## src/hw/rtl/etsu_pkg.sv

```systemverilog
// Shared types, codes and character constants for the expression token splitter.
// No dependencies; the top-level module in hw/rtl refers to this package by scoped name.
`default_nettype none

package etsu_pkg;

  // Token slot count that the default build is sized for
  localparam int unsigned MaxTokenSlots = 64;

  // Configuration port geometry: one 32-bit register at byte address 0
  localparam int unsigned CfgAddrW = 3;
  localparam int unsigned CfgDataW = 32;
  localparam logic [0:0]  REG_MAX_TOKENS = 1'b0;
  localparam logic [6:0]  MaxTokensReset = 7'd64;

  typedef enum logic [2:0] {
    ST_OK       = 3'd0,
    ST_QUIT     = 3'd1,
    ST_UNKNOWN  = 3'd2,
    ST_TWO_DOTS = 3'd3,
    ST_DOT_EDGE = 3'd4,
    ST_TOO_MANY = 3'd5,
    ST_IGNORED  = 3'd6
  } status_t;

  typedef enum logic {
    KIND_NUMBER = 1'b0,
    KIND_SYMBOL = 1'b1
  } kind_t;

  // Character codes
  localparam logic [7:0] CH_DOT   = 8'h2E;
  localparam logic [7:0] CH_ZERO  = 8'h30;
  localparam logic [7:0] CH_NINE  = 8'h39;
  localparam logic [7:0] CH_Q_LO  = 8'h71;
  localparam logic [7:0] CH_Q_UP  = 8'h51;
  localparam logic [7:0] CH_SPACE = 8'h20;
  localparam logic [7:0] CH_TAB   = 8'h09;
  localparam logic [7:0] CH_LF    = 8'h0A;

  // One result word
  typedef struct packed {
    logic       token_start;
    kind_t      token_kind;
    logic [5:0] token_index;
    logic       number_closed;
    status_t    status;
    logic [6:0] token_total;
    logic       line_done;
  } res_t;

  function automatic logic is_space(input logic [7:0] c);
    return (c == CH_SPACE) || (c == CH_TAB) || (c == CH_LF);
  endfunction

  function automatic logic is_digit(input logic [7:0] c);
    return (c >= CH_ZERO) && (c <= CH_NINE);
  endfunction

  // Operators and brackets: + - * / % ( ) ^ [ ] { } = < > @ ~ $ ! # & ?
  function automatic logic is_symbol(input logic [7:0] c);
    logic hit;
    unique case (c)
      8'h2B, 8'h2D, 8'h2A, 8'h2F, 8'h25, 8'h28, 8'h29, 8'h5E,
      8'h5B, 8'h5D, 8'h7B, 8'h7D, 8'h3D, 8'h3C, 8'h3E, 8'h40,
      8'h7E, 8'h24, 8'h21, 8'h23, 8'h26, 8'h3F: hit = 1'b1;
      default:                                  hit = 1'b0;
    endcase
    return hit;
  endfunction

endpackage

`default_nettype wire

```

## src/hw/rtl/etsu_in_if.sv

```systemverilog
// Character channel: valid/ready handshake with one character word.
// No dependencies.
`default_nettype none

interface etsu_in_if;
  logic       valid;
  logic       ready;
  logic [7:0] char_code;
  logic       last_in_line;

  modport source (output valid, output char_code, output last_in_line, input ready);
  modport sink   (input valid, input char_code, input last_in_line, output ready);
endinterface

`default_nettype wire

```

## src/hw/rtl/etsu_out_if.sv

```systemverilog
// Result channel: valid/ready handshake with one token result word.
// No dependencies.
`default_nettype none

interface etsu_out_if;
  logic       valid;
  logic       ready;
  logic       token_start;
  logic       token_kind;
  logic [5:0] token_index;
  logic       number_closed;
  logic [2:0] status;
  logic [6:0] token_total;
  logic       line_done;

  modport source (output valid, output token_start, output token_kind, output token_index,
                  output number_closed, output status, output token_total,
                  output line_done, input ready);
  modport sink   (input valid, input token_start, input token_kind, input token_index,
                  input number_closed, input status, input token_total,
                  input line_done, output ready);
endinterface

`default_nettype wire

```

## src/hw/rtl/expression_token_splitter_unit.sv

```systemverilog
// Expression token splitter top level: character register, lexer logic, result register.
// Depends on etsu_pkg, etsu_in_if and etsu_out_if.
//
//   channel   | direction | word                        | handshake
//   ----------+-----------+-----------------------------+------------------------------
//   chars     | in        | char_code, last_in_line     | valid/ready
//   tokens    | out       | start/kind/index/close/etc. | valid/ready
//   apb       | in        | max_tokens (byte addr 0)    | psel/penable/pwrite, pready=1
//
// One character word per cycle, sustained while tokens.ready is high. A word accepted
// on chars passes the character register, then the result register, before its result
// shows on tokens. The lexer state (open number, dot tally, token count, stop flag)
// advances when the character register hands its word to the result register.
// Synchronous active-high reset clears all control state and sets max_tokens to 64.
// A stall on tokens fills the result register, then the character register, then
// drops chars.ready; no word is lost or repeated.
`default_nettype none

module expression_token_splitter_unit #(
  parameter int unsigned MAX_TOKEN_SLOTS = etsu_pkg::MaxTokenSlots
) (
  input  wire logic                          clk,
  input  wire logic                          rst,
  // configuration port
  input  wire logic                          psel,
  input  wire logic                          penable,
  input  wire logic                          pwrite,
  input  wire logic [etsu_pkg::CfgAddrW-1:0] paddr,
  input  wire logic [etsu_pkg::CfgDataW-1:0] pwdata,
  output      logic [etsu_pkg::CfgDataW-1:0] prdata,
  output      logic                          pready,
  // streams
  etsu_in_if.sink                            chars,
  etsu_out_if.source                         tokens
);

  // Token counter holds 0..MAX_TOKEN_SLOTS; compare width covers the 7-bit register too
  localparam int unsigned TW = $clog2(MAX_TOKEN_SLOTS + 1);
  localparam int unsigned LW = (TW > 7) ? TW : 7;

  // ---------------------------------------------------------------------------
  // Configuration register
  // ---------------------------------------------------------------------------
  logic [6:0] max_tokens;
  logic       sel_max_tokens;

  assign pready         = 1'b1;
  assign sel_max_tokens = (paddr[2] == etsu_pkg::REG_MAX_TOKENS);

  always_ff @(posedge clk) begin
    if (rst) begin
      max_tokens <= etsu_pkg::MaxTokensReset;
    end else if (psel && penable && pwrite && pready && sel_max_tokens) begin
      max_tokens <= pwdata[6:0];
    end
  end

  always_comb begin
    prdata = '0;
    if (sel_max_tokens) begin
      prdata = {{(etsu_pkg::CfgDataW-7){1'b0}}, max_tokens};
    end
  end

  // Effective limit: zero acts as one, anything above the slot count clamps to it
  logic [LW-1:0] limit;

  always_comb begin
    if (max_tokens == 7'd0) begin
      limit = LW'(1);
    end else if (LW'(max_tokens) > LW'(MAX_TOKEN_SLOTS)) begin
      limit = LW'(MAX_TOKEN_SLOTS);
    end else begin
      limit = LW'(max_tokens);
    end
  end

  // ---------------------------------------------------------------------------
  // Handshake and pipeline control
  // ---------------------------------------------------------------------------
  logic         s1_valid;
  logic [7:0]   s1_char;
  logic         s1_last;
  logic         res_valid;
  etsu_pkg::res_t res;
  etsu_pkg::res_t res_next;
  logic         advance;

  // Hand the character word on whenever the result register is free or draining
  assign advance     = s1_valid && (!res_valid || tokens.ready);
  assign chars.ready = !s1_valid || advance;

  always_ff @(posedge clk) begin
    if (rst) begin
      s1_valid  <= 1'b0;
      res_valid <= 1'b0;
    end else begin
      if (chars.ready) begin
        s1_valid <= chars.valid;
      end
      if (advance) begin
        res_valid <= 1'b1;
      end else if (tokens.ready) begin
        res_valid <= 1'b0;
      end
    end
  end

  // Payload registers, no reset
  always_ff @(posedge clk) begin
    if (chars.ready && chars.valid) begin
      s1_char <= chars.char_code;
      s1_last <= chars.last_in_line;
    end
    if (advance) begin
      res <= res_next;
    end
  end

  assign tokens.valid         = res_valid;
  assign tokens.token_start   = res.token_start;
  assign tokens.token_kind    = logic'(res.token_kind);
  assign tokens.token_index   = res.token_index;
  assign tokens.number_closed = res.number_closed;
  assign tokens.status        = 3'(res.status);
  assign tokens.token_total   = res.token_total;
  assign tokens.line_done     = res.line_done;

  // ---------------------------------------------------------------------------
  // Lexer state
  // ---------------------------------------------------------------------------
  logic          in_number,   in_number_next;
  logic [1:0]    dot_tally,   dot_tally_next;
  logic          began_dot,   began_dot_next;
  logic          prev_dot,    prev_dot_next;
  logic [TW-1:0] tokens_seen, tokens_seen_next;
  logic          stopped,     stopped_next;

  always_ff @(posedge clk) begin
    if (rst) begin
      in_number   <= 1'b0;
      dot_tally   <= 2'd0;
      began_dot   <= 1'b0;
      prev_dot    <= 1'b0;
      tokens_seen <= '0;
      stopped     <= 1'b0;
    end else if (advance) begin
      in_number   <= in_number_next;
      dot_tally   <= dot_tally_next;
      began_dot   <= began_dot_next;
      prev_dot    <= prev_dot_next;
      tokens_seen <= tokens_seen_next;
      stopped     <= stopped_next;
    end
  end

  // Checks on a closing number: too many dots, dot at either edge, then the count
  function automatic etsu_pkg::status_t close_status(input logic [1:0]    tally,
                                                     input logic          began,
                                                     input logic          prev,
                                                     input logic [TW-1:0] count,
                                                     input logic [LW-1:0] lim);
    etsu_pkg::status_t st;
    if (tally >= 2'd2) begin
      st = etsu_pkg::ST_TWO_DOTS;
    end else if (began || prev) begin
      st = etsu_pkg::ST_DOT_EDGE;
    end else if (LW'(count) >= lim) begin
      st = etsu_pkg::ST_TOO_MANY;
    end else begin
      st = etsu_pkg::ST_OK;
    end
    return st;
  endfunction

  logic              is_dot;
  logic              is_num;
  logic              start;
  etsu_pkg::kind_t   kind;
  logic [TW-1:0]     idx;
  logic              closed;
  etsu_pkg::status_t st;
  logic              done;
  logic [LW-1:0]     idx_ext;
  logic [LW-1:0]     total_ext;

  always_comb begin
    is_dot = (s1_char == etsu_pkg::CH_DOT);
    is_num = etsu_pkg::is_digit(s1_char) || is_dot;

    in_number_next   = in_number;
    dot_tally_next   = dot_tally;
    began_dot_next   = began_dot;
    prev_dot_next    = prev_dot;
    tokens_seen_next = tokens_seen;
    stopped_next     = stopped;

    start  = 1'b0;
    kind   = etsu_pkg::KIND_NUMBER;
    idx    = '0;
    closed = 1'b0;
    st     = etsu_pkg::ST_OK;
    done   = 1'b0;

    if (stopped) begin
      // Drop everything up to the end of the line
      st = etsu_pkg::ST_IGNORED;
    end else begin
      // Close an open number ahead of any non-number character
      if (in_number && !is_num) begin
        closed         = 1'b1;
        st             = close_status(dot_tally, began_dot, prev_dot, tokens_seen, limit);
        in_number_next = 1'b0;
        dot_tally_next = 2'd0;
        began_dot_next = 1'b0;
        prev_dot_next  = 1'b0;
      end

      if (st == etsu_pkg::ST_OK) begin
        priority if (etsu_pkg::is_space(s1_char)) begin
          // whitespace: skip
        end else if (s1_char == etsu_pkg::CH_Q_LO || s1_char == etsu_pkg::CH_Q_UP) begin
          st = etsu_pkg::ST_QUIT;
        end else if (is_num) begin
          if (!in_number_next) begin
            start            = 1'b1;
            kind             = etsu_pkg::KIND_NUMBER;
            idx              = tokens_seen_next;
            tokens_seen_next = tokens_seen_next + 1'b1;
            in_number_next   = 1'b1;
            dot_tally_next   = 2'd0;
            began_dot_next   = is_dot;
          end
          // Saturate the dot tally at two
          if (is_dot && dot_tally_next < 2'd2) begin
            dot_tally_next = dot_tally_next + 2'd1;
          end
          prev_dot_next = is_dot;
        end else if (etsu_pkg::is_symbol(s1_char)) begin
          start            = 1'b1;
          kind             = etsu_pkg::KIND_SYMBOL;
          idx              = tokens_seen_next;
          tokens_seen_next = tokens_seen_next + 1'b1;
          if (LW'(tokens_seen_next) >= limit) begin
            st = etsu_pkg::ST_TOO_MANY;
          end
        end else begin
          st = etsu_pkg::ST_UNKNOWN;
        end
      end

      // End of line closes a number that is still open, after taking this character
      if (st == etsu_pkg::ST_OK && s1_last && in_number_next) begin
        closed = 1'b1;
        st     = close_status(dot_tally_next, began_dot_next, prev_dot_next,
                              tokens_seen_next, limit);
        in_number_next = 1'b0;
        dot_tally_next = 2'd0;
        began_dot_next = 1'b0;
        prev_dot_next  = 1'b0;
      end

      // Any fault or quit stops the line
      if (st != etsu_pkg::ST_OK) begin
        stopped_next   = 1'b1;
        in_number_next = 1'b0;
        dot_tally_next = 2'd0;
        began_dot_next = 1'b0;
        prev_dot_next  = 1'b0;
        done           = 1'b1;
      end
    end

    if (s1_last) begin
      done = 1'b1;
    end

    idx_ext   = LW'(idx);
    total_ext = LW'(tokens_seen_next);

    res_next.token_start   = start;
    res_next.token_kind    = kind;
    res_next.token_index   = idx_ext[5:0];
    res_next.number_closed = closed;
    res_next.status        = st;
    res_next.token_total   = total_ext[6:0];
    res_next.line_done     = done;

    // Line end: clear all line state for the next line
    if (s1_last) begin
      in_number_next   = 1'b0;
      dot_tally_next   = 2'd0;
      began_dot_next   = 1'b0;
      prev_dot_next    = 1'b0;
      tokens_seen_next = '0;
      stopped_next     = 1'b0;
    end
  end

  // ---------------------------------------------------------------------------
  // Assertions
  // ---------------------------------------------------------------------------

  // A non-ok status in mid-line must leave the line stopped
  a_stop_sticks: assert property (@(posedge clk) disable iff (rst)
    advance && res_next.status != etsu_pkg::ST_OK && !s1_last |=> stopped)
    else $error("line not stopped after a fault or quit");

  // The token count never runs past the slot count
  a_count_bound: assert property (@(posedge clk) disable iff (rst)
    LW'(tokens_seen) <= LW'(MAX_TOKEN_SLOTS))
    else $error("token count beyond slot count");

  // The last character of a line leaves clean line state behind
  a_line_clear: assert property (@(posedge clk) disable iff (rst)
    advance && s1_last |=> tokens_seen == '0 && !stopped && !in_number && dot_tally == 2'd0)
    else $error("line state not cleared at line end");

  // A result word held under stall keeps its contents
  a_res_hold: assert property (@(posedge clk) disable iff (rst)
    res_valid && !tokens.ready |=> res_valid && $stable(res))
    else $error("result word changed under stall");

endmodule

`default_nettype wire
```

## src/flat_wrapper.sv

```systemverilog
// flat-port wrapper written by rule: the top's interface ports become plain ports
module expression_token_splitter_unit_flat 
#(
  parameter int unsigned MAX_TOKEN_SLOTS = etsu_pkg::MaxTokenSlots
)
  (clk, rst, psel, penable, pwrite, paddr, pwdata, prdata, pready, chars_valid, chars_char_code, chars_last_in_line, chars_ready, tokens_valid, tokens_token_start, tokens_token_kind, tokens_token_index, tokens_number_closed, tokens_status, tokens_token_total, tokens_line_done, tokens_ready);
  etsu_in_if chars_i ();
  etsu_out_if tokens_i ();
  input  wire logic clk;
  input  wire logic rst;
  input  wire logic psel;
  input  wire logic penable;
  input  wire logic pwrite;
  input  wire logic [etsu_pkg::CfgAddrW-1:0] paddr;
  input  wire logic [etsu_pkg::CfgDataW-1:0] pwdata;
  output      logic [etsu_pkg::CfgDataW-1:0] prdata;
  output      logic pready;
  input wire logic [$bits(chars_i.valid)-1:0] chars_valid;
  input wire logic [$bits(chars_i.char_code)-1:0] chars_char_code;
  input wire logic [$bits(chars_i.last_in_line)-1:0] chars_last_in_line;
  output wire logic [$bits(chars_i.ready)-1:0] chars_ready;
  output wire logic [$bits(tokens_i.valid)-1:0] tokens_valid;
  output wire logic [$bits(tokens_i.token_start)-1:0] tokens_token_start;
  output wire logic [$bits(tokens_i.token_kind)-1:0] tokens_token_kind;
  output wire logic [$bits(tokens_i.token_index)-1:0] tokens_token_index;
  output wire logic [$bits(tokens_i.number_closed)-1:0] tokens_number_closed;
  output wire logic [$bits(tokens_i.status)-1:0] tokens_status;
  output wire logic [$bits(tokens_i.token_total)-1:0] tokens_token_total;
  output wire logic [$bits(tokens_i.line_done)-1:0] tokens_line_done;
  input wire logic [$bits(tokens_i.ready)-1:0] tokens_ready;
  assign chars_i.valid = chars_valid;
  assign chars_i.char_code = chars_char_code;
  assign chars_i.last_in_line = chars_last_in_line;
  assign chars_ready = chars_i.ready;
  assign tokens_valid = tokens_i.valid;
  assign tokens_token_start = tokens_i.token_start;
  assign tokens_token_kind = tokens_i.token_kind;
  assign tokens_token_index = tokens_i.token_index;
  assign tokens_number_closed = tokens_i.number_closed;
  assign tokens_status = tokens_i.status;
  assign tokens_token_total = tokens_i.token_total;
  assign tokens_line_done = tokens_i.line_done;
  assign tokens_i.ready = tokens_ready;
  expression_token_splitter_unit #(.MAX_TOKEN_SLOTS(MAX_TOKEN_SLOTS)) u_core (.clk(clk), .rst(rst), .psel(psel), .penable(penable), .pwrite(pwrite), .paddr(paddr), .pwdata(pwdata), .prdata(prdata), .pready(pready), .chars(chars_i), .tokens(tokens_i));
endmodule
```

## config.mk

```make
export PLATFORM = sky130hd
export DESIGN_NAME = expression_token_splitter_unit_flat
export DESIGN_NICKNAME = d
export VERILOG_FILES = /design/src/hw/rtl/etsu_pkg.sv /design/src/hw/rtl/etsu_in_if.sv /design/src/hw/rtl/etsu_out_if.sv /design/src/hw/rtl/expression_token_splitter_unit.sv /design/src/flat_wrapper.sv
export SDC_FILE = /design/constraint.sdc
export NUM_CORES = 1
export LEC_CHECK = 0
export BUFFER_PORTS_ARGS = -buffer_cell sky130_fd_sc_hd__buf_2
export CAP_MARGIN = 20
export CORE_MARGIN = 1
export CORE_UTILIZATION = 50
export CTS_CLUSTER_SIZE = 16
export DETAILED_ROUTE_END_ITERATION = 8
export PLACE_DENSITY = 0.81
export SLEW_MARGIN = 20
export SYNTH_ARGS = -nofsm -noshare
export SYNTH_HDL_FRONTEND = slang
export SYNTH_SLANG_ARGS = --single-unit
```

## constraint.sdc

```tcl
create_clock -name clk -period 10.8 [get_ports clk]
set_input_delay 1.62 -clock clk [delete_from_list [all_inputs] [get_ports clk]]
set_output_delay 1.62 -clock clk [all_outputs]
set_load 0.03 [all_outputs]
```

==> run summary <==
The flow ran to the end, but the final reports show violations. The final reports fail on design-rule violations. The total internal power came out at 296 uW. The net count of the finished layout is roughly 480.

Clock-pin slew was measured on the worst setup and hold paths at 0.10 ns. The placed wire-length estimate is 4810 um. Summing every instance area after synthesis gives 3420 sq um.

The count of endpoints failing hold in the final timing report came out at 0. The number of vias in the routed layout came out at 2,657. The remaining antenna violation count is 0.

The worst slew slack as a fraction of its limit is 0.425. The worst setup path is of the flip-flop to flip-flop kind. The initial detailed-routing violation count came out at 241. The routing usage on met2 came out at 0.282. Row generation in the floorplan step produced 29 rows. The type of origin of the critical path is a flip-flop.

In the finished design, the share of the clock period the worst path needs comes to 0.476. The clock net sink count came out at 51. The least setup slack across all paths after layout is ~5.7 ns. The synthesized netlist contains between 60 and 70 unique library cells. The maximum count of clock buffers along a single path came out at 2.

The clock tree root driver cell is clkbuf_8. The number of CTS-inserted buffers came out at 5. The number of synthesized flops with an enable pin is 29. The cell area after layout came out at 3700 sq um.

The count of port buffers added during placement came out at 52. Overall power consumption after layout is estimated at between 400 and 500 uW. The clock insertion delay at the later pin of the skew report came out at 0.31 ns. In this run the post-CTS setup repair buffer count came out at 0. For this run, asynchronously set or reset flops after synthesis account for 0. The total area inside the core boundary comes to 6490 sq um.

The number of buffers inserted for hold repair after clock tree synthesis came out at 0. Of the total power, the clock network draws 0.330. In this run the number of H-tree levels came out at 2. The wire length of the first global-routing pass came out at roughly 11,000 um. The number of search-and-repair iterations in the first detailed-routing pass came out at 8. The number of antenna violations at the first check in global routing came out at 0. The number of setup violations in the final report came out at 0. Of the total power, registers draw 0.535. The post-synthesis cell type with the largest combined area is edfxtp_1.

The final estimated routing congestion in global placement came out at just under 0.9. The via density per instance is 5.49. The DRC violation count after routing came out at 7. The maximum fanout encountered on the critical timing path came out at 6. The per-instance average area after synthesis is 9.38 sq um.

For met1 alone, demand over resource in global routing was 0.264. The initial core utilization came out at 0.527. The switching part of the total power came out at 0.273. The TritonCTS clock tree is done. The boundary pin count is 106. The number of gates resized after CTS is 0. For the pin with the worst max-slew slack, the measured transition is ~0.86 ns. The analysis attributes to cell leakage a power of 0.00161 uW. The endpoint arrival time on the critical path is 5.40 ns. Clock skew on the completed layout was measured at 0.00862 ns. The share of layout cells above drive strength 1 is 0.184. The sequential element share of the synthesized area came out at 0.383. Max-cap violations in this run came to 0. For this run, the total global-route usage over all layers was measured as 0.181. The top cell type's share of synthesized area is 0.254. Setup repair after global routing left no endpoint under its margin. The switching power came out at around 110 uW.

The Yosys step of the flow raised 0 warnings. Sorting the synthesized cells by area gives the leading types as edfxtp_1 (25%), dfxtp_1 (13%), ha_1 (9.1%). The worst-case IR drop observed on VDD is 0.0000725 V. The instance count of the mapped netlist is ~370. After synthesis, the most frequently instantiated cells are nand2_1 (34), edfxtp_1 (29), nor2_1 (29), buf_4 (26). From left edge to right edge, the die measures 84.8 um. The diode insertion count for antenna repair came out at 0.

The most common cell in the synthesized netlist is nand2_1. Power spread over the standard cell area amounts to 110 nW/um^2. The post-placement worst setup slack is around 5.8 ns. The final count of pins violating max slew is 0. In this run, synthesis produced a sequential element count of 51. The pin count of the biggest net entering global routing came out at 26. The via count of the first global-routing pass came out at roughly 2,300. For met3 alone, demand over resource in global routing was 0.0265. The floorplan step defined a die boundary enclosing 7180 sq um. The height of the die is 84.8 um. The type of the most critical hold path is flip-flop to flip-flop. The total overflow left after global routing is 0. The routed wire length came out at 6440 um.

The post-placement cell area came out at 3600 sq um. Among all flip-flop cells after synthesis, the most frequent one is edfxtp_1. The final routed wire length divided by cell count is around 13 um.

The top achievable clock speed came out at around 200 MHz. The share of total power dissipated in combinational logic is 0.135. The post-layout minimum cycle time came out at roughly 5.1 ns. The final-layout fill cell count came out at 560. The layout overhead on the synthesized area came out at 8.15%. The global routing stage identified its most utilized layer as met2.

The sum of negative setup slack is 0 ns. STA puts the critical path data required time at 11.06 ns. The category of the worst setup path capture point is a flip-flop.
worst max-delay path, cell delays in order, from the launching register on:
cell,delay [ns]
dfxtp_1,0.35
nor3_1,0.19
a21oi_1,0.09
nor2_1,0.29
ha_1,0.30
nand2b_1,0.15
a31oi_1,0.19
o211ai_1,0.16
o211ai_2,0.25
nand2_1,0.17
nor2_1,0.35
nand2_1,0.12
xnor2_1,0.14
ha_1,0.30
a21o_1,0.19
a211o_1,0.30
a41oi_1,0.23
nor3_1,0.10
a221oi_1,0.38
o211ai_1,0.26
o31ai_1,0.39
a22o_1,0.19
worst paths after layout:
| check | slack [ns] | start | depth (start not counted) | end |
|---|---|---|---|---|
| setup / recovery | 5.66 | u_core.max_tokens[1]$_SDFFE_PP0P_ | 21 | u_core.prev_dot$_SDFFE_PP0P_ |
| hold reg to reg | 0.51 | u_core.prev_dot$_SDFFE_PP0P_ | 1 | u_core.prev_dot$_SDFFE_PP0P_ |
| setup reg to reg | 5.66 | u_core.max_tokens[1]$_SDFFE_PP0P_ | 21 | u_core.prev_dot$_SDFFE_PP0P_ |
| hold / removal | 0.51 | u_core.prev_dot$_SDFFE_PP0P_ | 1 | u_core.prev_dot$_SDFFE_PP0P_ |
cell families (layout without fill, tap and decap cells):
group                    Yosys count  count (layout)  synth area share
other                              2              26           0.00219
XOR/XNOR                          15              15            0.0384
buffers and inverters             51              69            0.0899
AO/OA/AOI/OAI                     79              79             0.155
flip-flops                        51              51             0.383
multiplexers                      10              10            0.0303
AND/OR/NAND/NOR                  132             132             0.210
adder cells (fa/ha/maj)           25              25            0.0913
cell type report:
class                   instances  area [sq um]  area share
clock buffers                   7          76.3      0.0206
inverters                       9          33.8     0.00912
flip-flops and latches         51          1310       0.354
repair buffers                 52           260      0.0703
multi-input cells             287          1900       0.512
well taps                      77          96.3      0.0260
clock inverters                 1          30.0     0.00811
registers in the layout, indices dropped and copies added (netlist names), 2 cells and up:
| register | flops |
|---|---|
| u_core.max_tokens | 7 |
| u_core.dot_tally | 2 |
| u_core.tokens.token_total | 7 |
| u_core.tokens_seen | 7 |
| u_core.s1_char | 8 |
| u_core.tokens.token_index | 6 |
| u_core.tokens.status | 3 |
power by group through the flow:
stage / logic, uW / clock network, uW / registers, uW
2_1_floorplan: 44.5 / 0 / 227
3_3_place_gp: 53.5 / 0 / 222
3_5_place_dp: 54.7 / 0 / 223
4_1_cts: 54.7 / 134 / 218
5_1_grt: 59.2 / 143 / 219
6_report: 54.9 / 134 / 218
metal layers:
| metal | up-vias | share of wire |
|---|---|---|
| li1 | 1335 | - |
| met1 | 1207 | 0.50 |
| met2 | 107 | 0.44 |
| met3 | 8 | 0.050 |
| met4 | 0 | 0.012 |
| met5 | - | 0 |
cell usage in the layout (no fill, tap or decap), drive strengths merged, types with 6 or more instances in the layout:
cell type	n
buf	52
nand2	39
nor2	29
edfxtp	29
conb	26
a21oi	25
ha	25
dfxtp	22
o21ai	18
nor2b	14
xnor2	10
inv	9
and2	9
mux2i	7
clkbuf	7
and3	6
nand4	6
stage by stage:
step	std cells	hold slack (ns)	utilization
6_report	484	0.507	0.570
5_1_grt	484	0.528	0.570
4_1_cts	484	0.505	0.570
3_5_place_dp	476	0.479	0.554
3_3_place_gp	476	0.462	0.554
2_1_floorplan	389	0.443	-
No activity file was read; power rests on OpenSTA's default activity.
